==> src/xap_header_parser_top_macros.svh <==
// Assertion macros for the header parser.
// Used by xap_header_parser_top; no other dependencies.
`ifndef XAP_HEADER_PARSER_TOP_MACROS_SVH
`define XAP_HEADER_PARSER_TOP_MACROS_SVH
`ifndef SYNTHESIS
`define XAP_ASSERT_IMPL(label, clk, rst_n, ante, cons) \
    label: assert property (@(posedge clk) disable iff (!rst_n) (ante) |-> (cons)) \
        else $error("assertion failed");
`define XAP_ASSERT_NEXT(label, clk, rst_n, ante, cons) \
    label: assert property (@(posedge clk) disable iff (!rst_n) (ante) |=> (cons)) \
        else $error("assertion failed");
`else
`define XAP_ASSERT_IMPL(label, clk, rst_n, ante, cons)
`define XAP_ASSERT_NEXT(label, clk, rst_n, ante, cons)
`endif
`endif

==> src/xap_pkg.sv <==
// Shared types, constants and character tables for the header parser.
// No dependencies.
`timescale 1ns / 1ps
`default_nettype none
package xap_pkg;
    localparam int MsgBytes = 4096;
    localparam int PosW = 13;

    typedef enum logic [1:0] {
        K_CHAR = 2'd0, K_FEND = 2'd1, K_ACCEPT = 2'd2, K_REJECT = 2'd3
    } t_kind;

    typedef enum logic [3:0] {
        R_NONE = 4'd0, R_OPEN = 4'd1, R_NOEQ = 4'd2, R_KEYLONG = 4'd3,
        R_NONL = 4'd4, R_VALLONG = 4'd5, R_FLDLONG = 4'd6, R_HBEAT = 4'd7,
        R_CMD = 4'd8
    } t_reason;

    typedef enum logic [2:0] {
        REG_KEY = 3'd0, REG_VALUE = 3'd1, REG_UID = 3'd2, REG_CLASS = 3'd3,
        REG_SOURCE = 3'd4, REG_TARGET = 3'd5
    } t_reg_idx;

    localparam logic [2:0] NoKey = 3'd7;

    typedef struct packed {
        logic [7:0]  data_byte;
        logic        first_byte;
        logic        last_byte;
    } t_in;

    typedef struct packed {
        logic [1:0]  kind;
        logic [1:0]  field_id;
        logic [7:0]  char_value;
        logic        is_heartbeat;
        logic [15:0] version;
        logic [15:0] hop;
        logic [15:0] interval;
        logic [6:0]  present_mask;
        logic [12:0] body_offset;
        logic [3:0]  reject_reason;
    } t_out;

    typedef struct packed {
        logic [2:0] addr;
        logic [7:0] data;
    } t_cfg;

    function automatic logic [7:0] lower8(input logic [7:0] c);
        lower8 = (c >= 8'h41 && c <= 8'h5A) ? c + 8'd32 : c;
    endfunction

    function automatic logic [7:0] open_hdr_ch(input logic [3:0] i);
        logic [7:0] r;
        unique case (i)
            4'd0: r = "x"; 4'd1: r = "a"; 4'd2: r = "p"; 4'd3: r = "-";
            4'd4: r = "h"; 4'd5: r = "e"; 4'd6: r = "a"; 4'd7: r = "d";
            4'd8: r = "e"; 4'd9: r = "r"; 4'd10: r = 8'h0A; 4'd11: r = "{";
            4'd12: r = 8'h0A;
            default: r = "x";
        endcase
        return r;
    endfunction

    function automatic logic [7:0] open_hb_ch(input logic [3:0] i);
        logic [7:0] r;
        unique case (i)
            4'd0: r = "x"; 4'd1: r = "a"; 4'd2: r = "p"; 4'd3: r = "-";
            4'd4: r = "h"; 4'd5: r = "b"; 4'd6: r = "e"; 4'd7: r = "a";
            4'd8: r = "t"; 4'd9: r = 8'h0A; 4'd10: r = "{"; 4'd11: r = 8'h0A;
            4'd12: r = "x";
            default: r = "a";
        endcase
        return r;
    endfunction

    // key name characters, key k position p; 0 past the end
    function automatic logic [7:0] key_ch(input logic [2:0] k, input logic [7:0] p);
        logic [63:0] s;
        unique case (k)
            3'd0: s = {"v", 56'd0};
            3'd1: s = {"hop", 40'd0};
            3'd2: s = {"uid", 40'd0};
            3'd3: s = {"class", 24'd0};
            3'd4: s = {"source", 16'd0};
            3'd5: s = {"target", 16'd0};
            3'd6: s = "interval";
            default: s = 64'd0;
        endcase
        key_ch = (p < 8'd8) ? s[8'd63 - {p[2:0], 3'b000} -: 8] : 8'd0;
    endfunction

    function automatic logic [7:0] key_len(input logic [2:0] k);
        logic [7:0] r;
        unique case (k)
            3'd0: r = 8'd1; 3'd1: r = 8'd3; 3'd2: r = 8'd3; 3'd3: r = 8'd5;
            3'd4: r = 8'd6; 3'd5: r = 8'd6; 3'd6: r = 8'd8;
            default: r = 8'd0;
        endcase
        return r;
    endfunction

    function automatic logic [7:0] class_ch(input logic [1:0] j, input logic [7:0] p);
        logic [119:0] s;
        unique case (j)
            2'd0: s = "xap-hbeat.alive";
            2'd1: s = {"xAPBSC.cmd", 40'd0};
            2'd2: s = {"xAPBSC.query", 24'd0};
            default: s = "xap-x10.request";
        endcase
        class_ch = (p < 8'd15) ? s[8'd119 - {p[3:0], 3'b000} -: 8] : 8'd0;
    endfunction

    function automatic logic [7:0] class_len(input logic [1:0] j);
        logic [7:0] r;
        unique case (j)
            2'd0: r = 8'd15; 2'd1: r = 8'd10; 2'd2: r = 8'd12;
            default: r = 8'd15;
        endcase
        return r;
    endfunction
endpackage
`default_nettype wire

==> src/xap_if.sv <==
// Valid/ready channel interfaces for the header parser.
// Depends on xap_pkg.
`timescale 1ns / 1ps
`default_nettype none
interface xap_in_if import xap_pkg::*; ();
    logic valid;
    logic ready;
    t_in  data;
    modport source (output valid, output data, input ready);
    modport sink (input valid, input data, output ready);
endinterface

interface xap_out_if import xap_pkg::*; ();
    logic valid;
    logic ready;
    t_out data;
    modport source (output valid, output data, input ready);
    modport sink (input valid, input data, output ready);
endinterface

interface xap_cfg_if import xap_pkg::*; ();
    logic valid;
    logic ready;
    t_cfg data;
    modport source (output valid, output data, input ready);
    modport sink (input valid, input data, output ready);
endinterface
`default_nettype wire

==> src/xap_num.sv <==
// atoi-style decimal accumulator step and 16-bit saturation for the parser.
// Depends on xap_pkg.
`timescale 1ns / 1ps
`default_nettype none
module xap_num import xap_pkg::*; (
    input  wire logic [7:0]  i_byte,
    input  wire logic [16:0] i_acc,
    input  wire logic [2:0]  i_stage,
    output logic [16:0]      o_acc,
    output logic [2:0]       o_stage,
    output logic [15:0]      o_value
);
    logic        digit;
    logic        ws;
    logic [1:0]  st;
    logic [20:0] prod;

    always_comb begin
        digit = (i_byte >= 8'h30) && (i_byte <= 8'h39);
        ws = (i_byte == 8'h20) || (i_byte == 8'h09) || (i_byte == 8'h0B) ||
             (i_byte == 8'h0C) || (i_byte == 8'h0D);
        o_acc = i_acc;
        o_stage = i_stage;
        st = i_stage[1:0];
        prod = {i_acc, 3'b000} + {2'b00, i_acc, 1'b0} + {17'd0, i_byte[3:0] - 4'd0};
        if (st == 2'd0) begin
            if (ws) begin
                st = 2'd3;
            end else if (i_byte == 8'h2D) begin
                o_stage = 3'b101;
                st = 2'd3;
            end else if (i_byte == 8'h2B) begin
                o_stage = 3'b001;
                st = 2'd3;
            end else begin
                st = 2'd1;
                o_stage = {i_stage[2], 2'b01};
            end
        end
        if (st == 2'd1) begin
            if (digit) begin
                o_acc = (prod > 21'd32768) ? 17'd32768 : prod[16:0];
            end else begin
                o_stage = {i_stage[2], 2'b10};
            end
        end
        // saturated value of the incoming accumulator state
        if (i_stage[2]) begin
            o_value = 16'(17'd0 - ((i_acc > 17'd32768) ? 17'd32768 : i_acc));
        end else begin
            o_value = (i_acc > 17'd32767) ? 16'd32767 : i_acc[15:0];
        end
    end
endmodule
`default_nettype wire

==> src/xap_header_parser_top.sv <==
// Header parser for xAP-style text messages: valid/ready byte stream in,
// tagged results out. Depends on xap_pkg, xap_if, xap_num and the macros header.
//
// Usage:
//  - in channel: one message byte per request with first/last marks.
//  - cfg channel: six 8-bit length limits, written while idle.
//  - out channel: at most one result per byte (value char, field end,
//    accept with body offset, or reject with reason).
//  The result of a byte is written to the output register as the byte is
//  accepted. Throughput: one byte per cycle unless the receiver stalls, set by
//  the single combinational parse step between parser state and output register.
//  The input is taken whenever the output register is empty or being
//  drained in that cycle, so a stalled receiver stops the input after one
//  held result. Reset clears the parser to idle (waiting for a first byte),
//  empties the output register and restores the limit defaults.
//  Bytes without a first mark while idle or finished give no result.
`timescale 1ns / 1ps
`default_nettype none
`include "xap_header_parser_top_macros.svh"
module xap_header_parser_top import xap_pkg::*; (
    input  wire logic i_clk,
    input  wire logic i_rst_n,
    xap_in_if.sink    in_ch,
    xap_cfg_if.sink   cfg_ch,
    xap_out_if.source out_ch
);
    typedef enum logic [2:0] {
        PH_IDLE, PH_OPEN, PH_LINE, PH_KEY, PH_VALUE, PH_DONE
    } t_phase;

    t_phase      r_phase, n_phase;
    logic [PosW-1:0] r_pos, n_pos;
    logic [3:0]  r_oidx, n_oidx;
    logic [7:0]  r_klen, n_klen;
    logic [6:0]  r_kflags, n_kflags;
    logic [7:0]  r_vlen, n_vlen;
    logic [2:0]  r_ckey, n_ckey;
    logic [16:0] r_acc, n_acc;
    logic [2:0]  r_nst, n_nst;
    logic [15:0] r_ver, n_ver, r_hop, n_hop, r_intv, n_intv;
    logic [6:0]  r_seen, n_seen;
    logic [3:0]  r_cflags, n_cflags;
    logic [2:0]  r_ccode, n_ccode;
    logic        r_hb, n_hb;
    logic [7:0]  r_lim [6];
    logic        r_ovalid;
    t_out        r_odata, n_odata;
    logic        n_emit;

    logic        take;
    logic [16:0] num_acc_o;
    logic [2:0]  num_st_o;
    logic [15:0] num_val;
    logic [7:0]  b;

    assign in_ch.ready  = !r_ovalid || out_ch.ready;
    assign cfg_ch.ready = 1'b1;
    assign out_ch.valid = r_ovalid;
    assign out_ch.data  = r_odata;
    assign take = in_ch.valid && in_ch.ready;

    xap_num u_num (
        .i_byte(b), .i_acc(r_acc), .i_stage(r_nst),
        .o_acc(num_acc_o), .o_stage(num_st_o), .o_value(num_val)
    );

    // one parse step per byte
    always_comb begin
        logic [7:0] lb, want, lim;
        logic       first;
        logic [2:0] k;
        t_kind      kd;
        logic [1:0] fid;
        logic [7:0] ch;
        logic [12:0] off;
        t_reason    rsn;
        logic [3:0] olim;
        logic       stop;

        n_phase = r_phase; n_pos = r_pos; n_oidx = r_oidx; n_klen = r_klen;
        n_kflags = r_kflags; n_vlen = r_vlen; n_ckey = r_ckey; n_acc = r_acc;
        n_nst = r_nst; n_ver = r_ver; n_hop = r_hop; n_intv = r_intv;
        n_seen = r_seen; n_cflags = r_cflags; n_ccode = r_ccode; n_hb = r_hb;
        n_emit = 1'b0; kd = K_CHAR; fid = 2'd0; ch = 8'd0; off = 13'd0;
        rsn = R_NONE; stop = 1'b0; want = 8'd0; lim = 8'd0; olim = 4'd0;
        k = r_ckey;
        first = in_ch.data.first_byte;
        b = in_ch.data.data_byte;
        if (first) begin
            n_phase = PH_OPEN; n_pos = '0; n_oidx = '0; n_klen = '0;
            n_kflags = 7'h7F; n_vlen = '0; n_ckey = NoKey; n_acc = '0; n_nst = '0;
            n_ver = '0; n_hop = '0; n_intv = '0; n_seen = '0; n_cflags = 4'hF;
            n_ccode = '0; n_hb = 1'b0;
        end
        if (r_pos == 13'(MsgBytes) && !first) b = 8'd0;
        lb = lower8(b);
        k = n_ckey;
        if (n_phase == PH_OPEN) begin
            olim = n_hb ? 4'd12 : 4'd13;
            want = n_hb ? open_hb_ch(n_oidx) : open_hdr_ch(n_oidx);
            if (n_pos == '0 && b == 8'h0A && n_oidx == 4'd0) begin
                stop = 1'b1;
            end else if (lb != lower8(want)) begin
                if (n_oidx == 4'd5 && !n_hb && lb == "b") begin
                    n_hb = 1'b1; olim = 4'd12;
                end else begin
                    n_emit = 1'b1; kd = K_REJECT; rsn = R_OPEN; n_phase = PH_DONE;
                    stop = 1'b1;
                end
            end
            if (!stop) begin
                n_oidx = n_oidx + 4'd1;
                if (n_oidx >= olim) n_phase = PH_LINE;
            end
            stop = 1'b1;
        end
        if (!stop && n_phase == PH_LINE) begin
            if (b == 8'h7D) begin
                stop = 1'b1;
                n_emit = 1'b1;
                n_phase = PH_DONE;
                if (n_hb && (n_ccode != 3'd1 || n_seen != 7'h5F)) begin
                    kd = K_REJECT; rsn = R_HBEAT;
                end else if (!n_hb && n_ccode >= 3'd2 && n_ccode <= 3'd4 &&
                             n_seen != 7'h3F) begin
                    kd = K_REJECT; rsn = R_CMD;
                end else begin
                    kd = K_ACCEPT; off = n_pos + 13'd2;
                end
            end else begin
                n_phase = PH_KEY; n_klen = '0; n_kflags = 7'h7F;
            end
        end
        if (!stop && n_phase == PH_KEY) begin
            stop = 1'b1;
            if (b == 8'd0) begin
                n_emit = 1'b1; kd = K_REJECT; rsn = R_NOEQ; n_phase = PH_DONE;
            end else if (b == 8'h3D) begin
                if (n_klen >= r_lim[REG_KEY]) begin
                    n_emit = 1'b1; kd = K_REJECT; rsn = R_KEYLONG; n_phase = PH_DONE;
                end else begin
                    n_ckey = NoKey;
                    for (int i = 0; i < 7; i++)
                        if (n_kflags[i] && key_len(3'(i)) == n_klen) n_ckey = 3'(i);
                    n_phase = PH_VALUE; n_vlen = '0; n_acc = '0; n_nst = '0;
                    n_cflags = 4'hF;
                end
            end else begin
                for (int i = 0; i < 7; i++)
                    if (n_kflags[i] && (n_klen >= key_len(3'(i)) ||
                        lb != key_ch(3'(i), n_klen)))
                        n_kflags[i] = 1'b0;
                if (n_klen != 8'd255) n_klen = n_klen + 8'd1;
            end
        end
        if (!stop && n_phase == PH_VALUE) begin
            stop = 1'b1;
            if (b == 8'd0) begin
                n_emit = 1'b1; kd = K_REJECT; rsn = R_NONL; n_phase = PH_DONE;
            end else if (b == 8'h0A) begin
                unique case (k)
                    3'd2: lim = r_lim[REG_UID];
                    3'd3: lim = r_lim[REG_CLASS];
                    3'd4: lim = r_lim[REG_SOURCE];
                    3'd5: lim = r_lim[REG_TARGET];
                    default: lim = 8'd0;
                endcase
                if (n_vlen >= r_lim[REG_VALUE]) begin
                    n_emit = 1'b1; kd = K_REJECT; rsn = R_VALLONG; n_phase = PH_DONE;
                end else begin
                    n_phase = PH_LINE;
                    if (k >= 3'd2 && k <= 3'd5 && n_vlen >= lim) begin
                        n_emit = 1'b1; kd = K_REJECT; rsn = R_FLDLONG; n_phase = PH_DONE;
                    end else if (k != NoKey) begin
                        n_seen[k] = 1'b1;
                        if (k == 3'd0) n_ver = num_val;
                        else if (k == 3'd1) n_hop = num_val;
                        else if (k == 3'd6) n_intv = num_val;
                        else begin
                            if (k == 3'd3) begin
                                n_ccode = '0;
                                for (int j = 0; j < 4; j++)
                                    if (n_cflags[j] && class_len(2'(j)) == n_vlen)
                                        n_ccode = 3'(j + 1);
                            end
                            n_emit = 1'b1; kd = K_FEND; fid = 2'(k - 3'd2);
                        end
                    end
                end
            end else begin
                if (k == 3'd3)
                    for (int j = 0; j < 4; j++)
                        if (n_cflags[j] && (n_vlen >= class_len(2'(j)) ||
                            lb != lower8(class_ch(2'(j), n_vlen))))
                            n_cflags[j] = 1'b0;
                if (n_vlen != 8'd255) n_vlen = n_vlen + 8'd1;
                if (k == 3'd0 || k == 3'd1 || k == 3'd6) begin
                    n_acc = num_acc_o; n_nst = num_st_o;
                end else if (k >= 3'd2 && k <= 3'd5) begin
                    n_emit = 1'b1; kd = K_CHAR; fid = 2'(k - 3'd2); ch = b;
                end
            end
        end
        // position advances for any processed byte, saturating at MsgBytes
        if (r_phase != PH_IDLE && r_phase != PH_DONE || first) begin
            if (n_pos != 13'(MsgBytes)) n_pos = n_pos + 13'd1;
        end else begin
            n_pos = r_pos;
        end
        if ((first || (r_phase != PH_IDLE && r_phase != PH_DONE)) &&
            in_ch.data.last_byte && n_phase != PH_DONE) begin
            n_emit = 1'b1; kd = K_REJECT; fid = 2'd0; ch = 8'd0; off = 13'd0;
            if (n_phase == PH_OPEN) rsn = R_OPEN;
            else if (n_phase == PH_VALUE) rsn = R_NONL;
            else rsn = R_NOEQ;
            n_phase = PH_DONE;
        end
        if (kd == K_REJECT) begin
            fid = 2'd0; ch = 8'd0; off = 13'd0;
        end
        if (!first && (r_phase == PH_IDLE || r_phase == PH_DONE)) begin
            n_emit = 1'b0;
        end
        n_odata = '{kind: kd, field_id: fid, char_value: ch, is_heartbeat: n_hb,
                    version: n_ver, hop: n_hop, interval: n_intv,
                    present_mask: n_seen, body_offset: off, reject_reason: rsn};
    end

    // parser state, limits and output register
    always_ff @(posedge i_clk) begin
        if (!i_rst_n) begin
            r_phase <= PH_IDLE; r_pos <= '0; r_oidx <= '0; r_klen <= '0;
            r_kflags <= 7'h7F; r_vlen <= '0; r_ckey <= NoKey; r_acc <= '0;
            r_nst <= '0; r_ver <= '0; r_hop <= '0; r_intv <= '0; r_seen <= '0;
            r_cflags <= 4'hF; r_ccode <= '0; r_hb <= 1'b0; r_ovalid <= 1'b0;
            r_lim[REG_KEY] <= 8'd32; r_lim[REG_VALUE] <= 8'd128;
            r_lim[REG_UID] <= 8'd32; r_lim[REG_CLASS] <= 8'd64;
            r_lim[REG_SOURCE] <= 8'd128; r_lim[REG_TARGET] <= 8'd128;
        end else begin
            if (cfg_ch.valid && cfg_ch.data.addr <= REG_TARGET)
                r_lim[cfg_ch.data.addr] <= cfg_ch.data.data;
            if (out_ch.ready) r_ovalid <= 1'b0;
            if (take) begin
                r_phase <= n_phase; r_pos <= n_pos; r_oidx <= n_oidx;
                r_klen <= n_klen; r_kflags <= n_kflags; r_vlen <= n_vlen;
                r_ckey <= n_ckey; r_acc <= n_acc; r_nst <= n_nst; r_ver <= n_ver;
                r_hop <= n_hop; r_intv <= n_intv; r_seen <= n_seen;
                r_cflags <= n_cflags; r_ccode <= n_ccode; r_hb <= n_hb;
                if (n_emit) begin
                    r_ovalid <= 1'b1;
                    r_odata <= n_odata;
                end
            end
        end
    end

    `XAP_ASSERT_NEXT(a_done_idle_quiet, i_clk, i_rst_n,
        take && !in_ch.data.first_byte && (r_phase == PH_IDLE || r_phase == PH_DONE)
        && !r_ovalid, !out_ch.valid)
    `XAP_ASSERT_IMPL(a_reject_reason, i_clk, i_rst_n,
        out_ch.valid && out_ch.data.kind == K_REJECT, out_ch.data.reject_reason != R_NONE)
    `XAP_ASSERT_IMPL(a_accept_no_reason, i_clk, i_rst_n,
        out_ch.valid && out_ch.data.kind != K_REJECT, out_ch.data.reject_reason == R_NONE)
endmodule
`default_nettype wire

==> src/flat_wrapper.sv <==
// flat-port wrapper written by rule: the top's interface ports become plain ports
module xap_header_parser_top_flat import xap_pkg::*;
  (i_clk, i_rst_n, in_ch_valid, in_ch_data, in_ch_ready, cfg_ch_valid, cfg_ch_data, cfg_ch_ready, out_ch_valid, out_ch_data, out_ch_ready);
  xap_in_if in_ch_i ();
  xap_cfg_if cfg_ch_i ();
  xap_out_if out_ch_i ();
  input  wire logic i_clk;
  input  wire logic i_rst_n;
  input wire logic [$bits(in_ch_i.valid)-1:0] in_ch_valid;
  input wire logic [$bits(in_ch_i.data)-1:0] in_ch_data;
  output wire logic [$bits(in_ch_i.ready)-1:0] in_ch_ready;
  input wire logic [$bits(cfg_ch_i.valid)-1:0] cfg_ch_valid;
  input wire logic [$bits(cfg_ch_i.data)-1:0] cfg_ch_data;
  output wire logic [$bits(cfg_ch_i.ready)-1:0] cfg_ch_ready;
  output wire logic [$bits(out_ch_i.valid)-1:0] out_ch_valid;
  output wire logic [$bits(out_ch_i.data)-1:0] out_ch_data;
  input wire logic [$bits(out_ch_i.ready)-1:0] out_ch_ready;
  assign in_ch_i.valid = in_ch_valid;
  assign in_ch_i.data = in_ch_data;
  assign in_ch_ready = in_ch_i.ready;
  assign cfg_ch_i.valid = cfg_ch_valid;
  assign cfg_ch_i.data = cfg_ch_data;
  assign cfg_ch_ready = cfg_ch_i.ready;
  assign out_ch_valid = out_ch_i.valid;
  assign out_ch_data = out_ch_i.data;
  assign out_ch_i.ready = out_ch_ready;
  xap_header_parser_top u_core (.i_clk(i_clk), .i_rst_n(i_rst_n), .in_ch(in_ch_i), .cfg_ch(cfg_ch_i), .out_ch(out_ch_i));
endmodule
==> config.mk <==
export PLATFORM = sky130hd
export DESIGN_NAME = xap_header_parser_top_flat
export DESIGN_NICKNAME = d
export VERILOG_FILES = /design/src/xap_pkg.sv /design/src/xap_if.sv /design/src/xap_num.sv /design/src/xap_header_parser_top.sv /design/src/flat_wrapper.sv
export VERILOG_INCLUDE_DIRS = /design/src /design/src/src
export SDC_FILE = /design/constraint.sdc
export NUM_CORES = 1
export LEC_CHECK = 0
export ABC_CLOCK_PERIOD_IN_PS = 16400
export BUFFER_PORTS_ARGS = -buffer_cell sky130_fd_sc_hd__buf_2
export CAP_MARGIN = 30
export CORE_MARGIN = 10
export CORE_UTILIZATION = 41
export DETAILED_ROUTE_END_ITERATION = 12
export PLACE_DENSITY = 0.65
export RECOVER_POWER = 25
export SYNTH_ARGS = -nofsm -noshare
export SYNTH_HDL_FRONTEND = slang
export SYNTH_SLANG_ARGS = --single-unit
==> constraint.sdc <==
create_clock -name i_clk -period 16.4 [get_ports i_clk]
set_input_delay 3.28 -clock i_clk [delete_from_list [all_inputs] [get_ports i_clk]]
set_output_delay 3.28 -clock i_clk [all_outputs]
set_load 0.02 [all_outputs]
== Word-level counts from Yosys, hierarchy flattened ==
Memories as Yosys holds them, arrays and structs flattened.
Cells that the tools add are included.

* Register bits after elaboration: 215
* RAM bits: 48
* Memory bits (read-only): 224
* Input port bits: 26
* Output and inout bits: 88
* Logic and storage cells: 656
* Memories: 3

* Add/sub/neg operators: 17
* Order comparisons: 38
* Eq/ne operators: 60
* Shift-type cells: 11
* Multiplexer cells: 401
* Bitwise operators: 5
* Reduce and logical (&&, ||, !) cells: 93

{| class="wikitable"
|+ Memories
! memory !! words !! bits a word !! rd ports !! clocked after Yosys merged registers in !! wr ports !! line !! text
|-
| (no name shown) || 16 || 7 || 1 || 0 || 0 || xap_pkg.sv:68 || <nowiki>unique case (i)</nowiki>
|-
| (no name shown) || 16 || 7 || 1 || 0 || 0 || xap_pkg.sv:56 || <nowiki>unique case (i)</nowiki>
|-
| u_core.r_lim || 6 || 8 || 6 || 0 || 6 || xap_header_parser_top.sv:45 || <nowiki>logic [7:0] r_lim [6];</nowiki>
|}

{| class="wikitable"
|+ Operator list
! operator !! number
|-
| $mux 120 || 16
|-
| $mux 64 || 21
|-
| $mux 8 || 115
|-
| $shiftx 127x9->8 || 4
|-
| $shiftx 71x9->8 || 7
|-
| $mux 16 || 30
|-
| $mux 17 || 12
|-
| $mux 3 || 59
|-
| $mux 4 || 34
|-
| $ne 8x8->1 || 12
|-
| $mux 7 || 13
|-
| $ge 8x8->1 || 11
|-
| $mux 2 || 38
|-
| $eq 8x8->1 || 8
|-
| $mux 1 || 59
|-
| $logic_and 1x1->1 || 50
|-
| $add 8x6->8 const B || 6
|-
| $ge 8x7->1 const B || 6
|-
| $le 8x7->1 const B || 6
|-
| $eq 8x4->1 const B || 5
|-
| $eq 8x6->1 const B || 4
|-
| $pmux 8 s4 || 1
|-
| $mux 13 || 2
|-
| $add 20x18->21 || 1
|-
| other kinds (53) || 105
|}

== Depth between registers and ports, before layout ==
Gate-level depths: netlist of run 1.

* Word-level depth: 50
* Depth in mapped cells: 38
* Gate-level depth less buffers: 30

== By module ==
A second synthesis of run 1 with hierarchy kept.

* Cells, all modules: 2110
* Area total of the unflattened synthesis: 17595.6 µm²

{| class="wikitable"
|+ Modules (own cells, without submodules)
! module !! instances !! cells an instance !! area each (µm²) !! seq. area each (µm²)
|-
| xap_header_parser_top || 1 || 1798 || 15452.3 || 6596.3
|-
| xap_num || 1 || 312 || 2143.3 || 0.0
|}

== Worst setup path after synthesis of run 1 ==
No wires, ideal clock.

* Path kind: input to register
* From: input port in_ch_data[1]
* To: register u_core.r_odata, in the netlist u_core.out_ch.data[0], enable pin
* Data arrival time: 13589 ps
* Data required time: 15870 ps
* Setup slack: 2281 ps
* Stages: 35
* Path buffers: 8
* Cell sequence: clkbuf_1 clkbuf_1 clkbuf_1 buf_1 clkbuf_1 clkbuf_1 nor2b_1 ha_1 or4b_2 nor4_2 and2_1 nor2_1 ha_1 inv_1 a31oi_1 and3_1 and3_1 o211a_1 buf_6 nor2_2 clkbuf_1 nand2_1 ha_1 nand2b_1 a21o_1 a21oi_1 o21ai_0 a21o_1 and2_1 o21ai_0 a21boi_0 nand2b_1 a31o_2 a31o_2 nor2_1

* Longest elaborated chain between the ends: 36
* Elaborated cells on any way between the ends: 135
* Classes of those cells: add/sub: 3; order compare: 10; eq/ne: 18; mux: 74; reduce/logical: 28; memory: 2

{| class="wikitable"
|+ RTL lines
! element !! line !! text
|-
| start, declared || flat_wrapper.sv:10 || <nowiki>input wire logic [$bits(in_ch_i.data)-1:0] in_ch_data;</nowiki>
|-
| parallel branches: the longest is 34 deep, another holds $ge 8x7->1 || - ||
|-
| $mux 1 (*) || xap_header_parser_top.sv:221 || <nowiki>if (!first && (r_phase == PH_IDLE || r_phase == PH_DONE)) begin</nowiki>
|-
| $reduce_and 3->1 (no line) (*) || - ||
|-
| end signal, assigned || xap_header_parser_top.sv:251 || <nowiki>r_odata <= n_odata;</nowiki>
|-
| end, declared || xap_header_parser_top.sv:47 || <nowiki>t_out r_odata, n_odata;</nowiki>
|}

Every way passes the cells marked *. The select of a mux whose other input is x is not followed.
A chain may end at the register's enable or synchronous reset.

== Worst setup path after layout of run 1 ==
* From: input port in_ch_data[1]
* To: register u_core.r_cflags[2]

* Longest elaborated chain between the ends: 38
* Elaborated cells on any way between the ends: 107
* Classes of those cells: add/sub: 5; order compare: 10; eq/ne: 12; shift: 1; mux: 56; reduce/logical: 21; memory: 2

{| class="wikitable"
|+ RTL lines
! element !! line !! text
|-
| $logic_not 1->1 (*) || xap_header_parser_top.sv:95 || <nowiki>if (r_pos == 13'(MsgBytes) && !first) b = 8'd0;</nowiki>
|-
| $logic_and 1x1->1 (*) || xap_header_parser_top.sv:95 ||
|-
| $mux 8 (*) || xap_header_parser_top.sv:95 ||
|-
| named net u_core.b[5] || xap_header_parser_top.sv:54 || <nowiki>logic [7:0] b;</nowiki>
|-
| $ge 8x7->1 or $le 8x7->1 (tied branches) || xap_pkg.sv:51 || <nowiki>lower8 = (c >= 8'h41 && c <= 8'h5A) ? c + 8'd32 : c;</nowiki>
|-
| $logic_and 1x1->1 || xap_pkg.sv:51 ||
|-
| $mux 8 || xap_pkg.sv:51 ||
|-
| $eq 8x7->1 || xap_header_parser_top.sv:104 || <nowiki>if (n_oidx == 4'd5 && !n_hb && lb == "b") begin</nowiki>
|-
| [23 not listed] || - ||
|-
| $ne 8x8->1 || xap_header_parser_top.sv:194 || <nowiki>lb != lower8(class_ch(2'(j), n_vlen))))</nowiki>
|-
| $logic_or 1x1->1 || xap_header_parser_top.sv:193 || <nowiki>if (n_cflags[j] && (n_vlen >= class_len(2'(j)) ||</nowiki>
|-
| $logic_and 1x1->1 || xap_header_parser_top.sv:193 ||
|-
| $mux 1 || xap_header_parser_top.sv:193 ||
|-
| $mux 4 || xap_header_parser_top.sv:191 || <nowiki>if (k == 3'd3)</nowiki>
|-
| $mux 4 || xap_header_parser_top.sv:160 || <nowiki>end else if (b == 8'h0A) begin</nowiki>
|-
| $mux 4 || xap_header_parser_top.sv:158 || <nowiki>if (b == 8'd0) begin</nowiki>
|-
| $mux 4 (*) || xap_header_parser_top.sv:156 || <nowiki>if (!stop && n_phase == PH_VALUE) begin</nowiki>
|-
| end signal, assigned || xap_header_parser_top.sv:248 || <nowiki>r_cflags <= n_cflags; r_ccode <= n_ccode; r_hb <= n_hb;</nowiki>
|-
| end, declared || xap_header_parser_top.sv:42 || <nowiki>logic [3:0] r_cflags, n_cflags;</nowiki>
|}

Mark *: on every way through the listed nets, which the timed path passes. The rest lies on a longest branch. The select of a mux whose other input is x is not followed.

==> flow_summary.toml, run 1 <==
[worst_hold_path]
min_from = "u_core.r_ver[1]$_SDFFE_PN0P_"
worst_hold_path_type = "flip-flop to flip-flop"

[synth]
mappedNetlistArea_sq_um = 17000
synth-main-ff-cell = "edfxtp_1"
syn_area_per_cell_sq_um = 8.24
ys_seq_elements = 263
yosysUniqueCellTypes = 95
synthCells = 2066
synth_edf_count = 133
syn-num-nets = 2182
synth-async-reset-ratio_pct = 0
synth_seq_area_share_pct = 38.7
ys_warn_count = 0

[clock_tree]
cts_sinks = 263
clk-insertion-delay-late_ns = 0.57
cts_resized = 0
max-clock-path-buffers = 3
clkSlewWorstSetupHoldPaths_ns = 0.06
cts_tree = "done"
h-tree-depth = 1
cts_buffers = 29
ctsRootBufferMaster = "clkbuf_16"
ctsHoldBuffers = 0
post_cts_buffers = 0

[drt]
drc = 0
drt_wl_total_mm = 53.5
dr.first_iter.drc_count = 1576
detail-route-antenna-nets = 0
routed_via_density = 6.00
firstDrtPassIters = 5
vias = 16000
avgRoutedWirePerCell_um = 20.0

[power]
power_frac_comb_pct = 8.5
vdd_drop_max_uv = 78.8
p_clk_share_pct = 42.8
switching_share_pct = 24.9
p_seq_share_pct = 48.7
p_leak_nw = 6.87
switching_power_mw = 0.365
power-per-cell-area_nw_per_um2 = 78.0
p_int_mw = 1.10
p_total_mw = 1.47

[finish]
fillerInstances = 4072
final_cell_mix = "nor2_1 (254), nand2_1 (239), o21ai_0 (179), edfxtp_1 (133), a21oi_1 (131)"
utilization_pct = 45.9
final_cell_area_sq_um = 18800
fin_cells = 2669
final_common_cell = "nor2_1"
drive_gt1_share_pct = 6.64
antennaDiodeCount = 0
nNetsFinal = 2230
syn2layout_area_growth_pct = 10.4

[floorplanning]
start_util_pct = 41.6
fp.coreArea_sq_um = 40900
die_area_sq_um = 50100
rows = 74
die_h_um = 224
pin_count = 114
die_x_um = 224

[critical_path]
cp.required_ns = 16.92
critical_path_class = "input port to flip-flop"
critPathLaunch = "in_ch_data[1]"
crit_family = "simple AND/OR/NAND/NOR gates"
critPathBufInv = 6
r2r_start = "u_core.r_pos[1]$_SDFFE_PN0P_"
cp-start-kind = "input port"
crit_path_max_fanout = 32
arrival_ns = 12.39
end_kind = "flip-flop"
cpMostUsedCell = "ha_1"
slowest_stage = "ha_1"
cpPeakStageDelay_ns = 0.80

[timing]
clock_skew_ns = 0.0156
rsz0062_at_grt = "no"
slew_headroom_pct = -31.7
holdWs_ns = 0.455
fin_crit_sh_pct = 72.4
fmax_ghz = 0.0843
setup_viol = 0
setup_tns_ns = 0
hold_viol = 0
worst_slack_ns = 4.53
period_minus_slack_ns = 11.87
drv_slew = 27
worst_slew_pin_slew_ns = 1.98

[placement]
io_buffer_count = 112
dp_slack_ns = 4.15
dp_hpwl_mm = 38.9
dp_cells = 2614
gp_congestion = 0.975
postPlaceCellArea_sq_um = 18000

[global_route]
grt_pass1_wl_mm = 84.7
grt_max_degree = 66
gr-total-overflow = 0
grt_pass1_vias = 15100
grt_use_total_pct = 20.4
antenna_found_initial = 0

[flow_run]
max-cap-violations = 1

[outcome]
status = "finished, violations left"
failed_checks = "capacitance limit, slew limit"
## power by group through the flow
stage                     Clock (mW)  Combinational (mW)  Sequential, mW
after floorplan                    0              0.0731           0.737
after global placement             0               0.123           0.728
after detailed placement           0               0.125           0.728
after CTS                      0.644               0.126           0.714
after global routing           0.666               0.135           0.716
final                          0.629               0.125           0.714
## kinds of logic (layout without fill, tap and decap cells)
kind of cell,count (synthesis),count (layout),synth area share [%]
adders and majority gates,90,90,6.70
muxes,24,24,1.48
buffers and inverters,197,268,4.58
AOI/OAI and AO/OA,557,557,20.7
DFF,263,263,38.7
other,1,1,0.0220
xor gates and xnor gates,67,67,3.44
and+or+nand+nor,867,867,24.4
## sequential cells by signal (all words and copies together), names as in the netlist
name,cells
u_core.out_ch.data,85
u_core.r_lim,48
u_core.r_acc,17
u_core.r_hop,16
u_core.r_intv,16
u_core.r_ver,16
u_core.r_pos,13
u_core.r_klen,8
u_core.r_vlen,8
u_core.r_kflags,7
u_core.r_seen,7
u_core.r_cflags,4
u_core.r_oidx,4
u_core.r_ccode,3
u_core.r_ckey,3
u_core.r_nst,3
u_core.r_phase,3
u_core.out_ch.valid,1
u_core.r_hb,1
## path summary, 6_finish.rpt
path	endpoint	cells after the start	slack, ns
max reg2reg	u_core.r_cflags[2]$_SDFFE_PN1P_	31	6.97
min reg2reg	u_core.r_ver[1]$_SDFFE_PN0P_	2	0.46
max	u_core.r_cflags[2]$_SDFFE_PN1P_	32	4.53
min	u_core.r_ver[1]$_SDFFE_PN0P_	2	0.46
## worst register-to-register path: cells and delay by family, from the launching register on
family,cells,cell delay [ns]
flip-flops,1,0.39
AO/OA/AOI/OAI,7,2.33
adder cells (fa/ha/maj),5,1.98
buffers and inverters,5,1.07
AND/OR/NAND/NOR,14,3.64
## layer usage
| layer | GRT usage (%) | vias up | part of all wire, % |
|---|---|---|---|
| li1 | - | 7622 | - |
| met5 | 0 | - | 0 |
| met3 | 3.02 | 118 | 7.3 |
| met4 | 7.21 | 0 | 3.5 |
| met2 | 32.1 | 680 | 45 |
| met1 | 27.9 | 7600 | 44 |
## area by class of cell
| type | count | area [sq um] | area share (%) |
|---|---|---|---|
| Tap cell | 532 | 666 | 3.54 |
| Clock buffer | 47 | 833 | 4.43 |
| Sequential cell | 263 | 6600 | 35.1 |
| Timing Repair Buffer | 141 | 678 | 3.61 |
| Multi-Input combinational cell | 1606 | 9680 | 51.5 |
| Inverter | 73 | 274 | 1.46 |
| Clock inverter | 7 | 77.6 | 0.413 |
## synthesized netlist by cell type, types with 30 or more instances
cell type  instances  area share [%]
nand2_1          239             5.3
a21oi_1          131             3.8
o21ai_0          179             5.3
nand2b_1          30             1.1
ha_1              88             6.5
edfxtp_1         133              23
clkbuf_1          98             2.2
nand3_1           96             2.8
nor2_1           255             5.6
xnor2_1           56             2.9
inv_1             71             1.6
dfxtp_1          130              15
nor3_1            56             1.6
Note: power is estimated with default switching activity, not from simulation.
==> run 2: changes to the inputs <==
- ABC_CLOCK_PERIOD_IN_PS: 16400 -> 11700
- clock period: 16.4 -> 11.7 ns (I/O delays scaled with it)
==> flow_summary.toml, run 2 (synthesis results as in run 1) <==
[timing]
fin_crit_sh_pct = 83.5
slew_headroom_pct = -28.0
drv_slew = 27
worst_slew_pin_slew_ns = 1.92
clock_skew_ns = 0.0382
fmax_ghz = 0.102
hold_viol = 0
period_minus_slack_ns = 9.77
setup_tns_ns = 0
rsz0062_at_grt = "no"
setup_viol = 0

[placement]
gp_congestion = 0.957
dp_hpwl_mm = 39.6
io_buffer_count = 112
postPlaceCellArea_sq_um = 18100

[floorplanning]
rows = 74
pin_count = 114
die_x_um = 224
fp.coreArea_sq_um = 40900
start_util_pct = 41.6
die_h_um = 224
die_area_sq_um = 50100

[worst_hold_path]
min_from = "u_core.r_intv[4]$_SDFFE_PN0P_"
worst_hold_path_type = "flip-flop to flip-flop"
min_to = "u_core.r_intv[4]$_SDFFE_PN0P_"
min_path_cells = 2

[drt]
vias = 16100
drc = 0
drt_wl_total_mm = 54.7
avgRoutedWirePerCell_um = 20.4
routed_via_density = 6.01
detail-route-antenna-nets = 0
firstDrtPassIters = 6
dr.first_iter.drc_count = 1954

[finish]
final_cell_mix = "nor2_1 (254), nand2_1 (239), o21ai_0 (179), edfxtp_1 (133), a21oi_1 (131)"
drive_gt1_share_pct = 7.49
utilization_pct = 46.4
largestRegisters = "u_core.out_ch.data: 85 flops, u_core.r_lim: 48 flops, u_core.r_acc: 17 flops"
final-seq-area_sq_um = 6600
final_cell_area_sq_um = 19000
regMostFlops = "u_core.out_ch.data"
largest_reg_flops = 85
syn2layout_area_growth_pct = 11.6
final_common_cell = "nor2_1"
multi_input_area_sq_um = 9690
fillerInstances = 4026
nNetsFinal = 2243

[flow_run]
max-cap-violations = 1

[critical_path]
reg2reg_depth = 30
rrSetupSlack_ns = 3.33
cp.required_ns = 11.99
cpMostUsedCell = "ha_1"
crit_path_max_fanout = 16
arrival_ns = 10.06
r2r_start = "u_core.r_pos[1]$_SDFFE_PN0P_"
cp-start-kind = "input port"
cpPeakStageDelay_ns = 0.56
end_kind = "flip-flop"
critPathLaunch = "in_ch_data[1]"
critical_path_class = "input port to flip-flop"
slowest_stage = "o41ai_1"
worstReg2RegEnd = "u_core.out_ch.data[11]$_SDFFCE_PP0P_"

[power]
p_int_mw = 1.61
vdd_drop_max_uv = 103
power-per-cell-area_nw_per_um2 = 113
p_leak_nw = 6.99
switching_share_pct = 25.1
p_seq_share_pct = 46.5
switching_power_mw = 0.540
p_clk_share_pct = 45.3
power_frac_comb_pct = 8.2

[clock_tree]
clk-insertion-delay-late_ns = 0.60
clkSlewWorstSetupHoldPaths_ns = 0.06
cts_tree = "done"
cts_buffers = 30
h-tree-depth = 1
cts_resized = 0
max-clock-path-buffers = 3
cts_sinks = 263
ctsRootBufferMaster = "clkbuf_16"
ctsHoldBuffers = 0
post_cts_buffers = 0

[global_route]
grt_pass1_vias = 15200
grt_use_total_pct = 20.8
grt_pass1_wl_mm = 86.1
antenna_found_initial = 1
grt_max_degree = 65
gr-total-overflow = 0

[outcome]
failed_checks = "capacitance limit, slew limit"
status = "finished, violations left"
==> run 2: how the worst max path moves through the flow <==
stage / end / depth (start not counted) / slack [ns]
detailed placement: u_core.out_ch.data[11]$_SDFFCE_PP0P_ / 31 / 1.48
finish: u_core.out_ch.data[11]$_SDFFCE_PP0P_ / 31 / 1.93
floorplan: u_core.out_ch.data[0]$_DFFE_PP_ / 35 / 0.93
global placement: u_core.out_ch.data[13]$_SDFFCE_PP0P_ / 31 / 1.65
global route: u_core.out_ch.data[9]$_SDFFCE_PP0P_ / 30 / 1.51
CTS: u_core.out_ch.data[9]$_SDFFCE_PP0P_ / 31 / 2.03
==> run 2: metal layers <==
metal	track usage (%)	wire, um
met1	28.6	24200
met3	3.14	4270
met5	0	0
met4	6.43	1530
met2	32.9	24700
==> run 2: stage by stage <==
stage	setup slack [ns]	total power, mW	std cells	hold WS (ns)
2_1_floorplan	0.930	1.13	2066	0.425
3_3_place_gp	1.65	1.20	2625	0.433
3_5_place_dp	1.48	1.20	2626	0.442
4_1_cts	2.03	2.17	2681	0.455
5_1_grt	1.51	2.22	2683	0.477
6_report	1.93	2.15	2683	0.453
==> run 2: power groups by stage <==
stage,clock network [mW],logic (mW),registers [mW]
after global placement,0,0.176,1.02
after detailed placement,0,0.177,1.02
after floorplan,0,0.103,1.03
after CTS,0.990,0.178,1.00
after global routing,1.03,0.191,1.00
final,0.977,0.177,1.00
==> run 2: layout make-up <==
| type | instances | area share [%] |
|---|---|---|
| tap | 532 | 3.50 |
| inverter | 73 | 1.44 |
| clock inverter | 16 | 1.12 |
| antenna | 1 | 0.0132 |
| clock buffer | 39 | 4.25 |
| multi-input combinational | 1606 | 51.0 |
| timing repair buffer | 153 | 4.00 |
| sequential | 263 | 34.7 |
==> run 2: worst max-delay path, delay by kind of cell <==
family	cells	cell delay, ns
fa+ha+maj	3	0.89
simple gates	13	3.04
buf+inv	4	0.69
compound gates	11	3.09
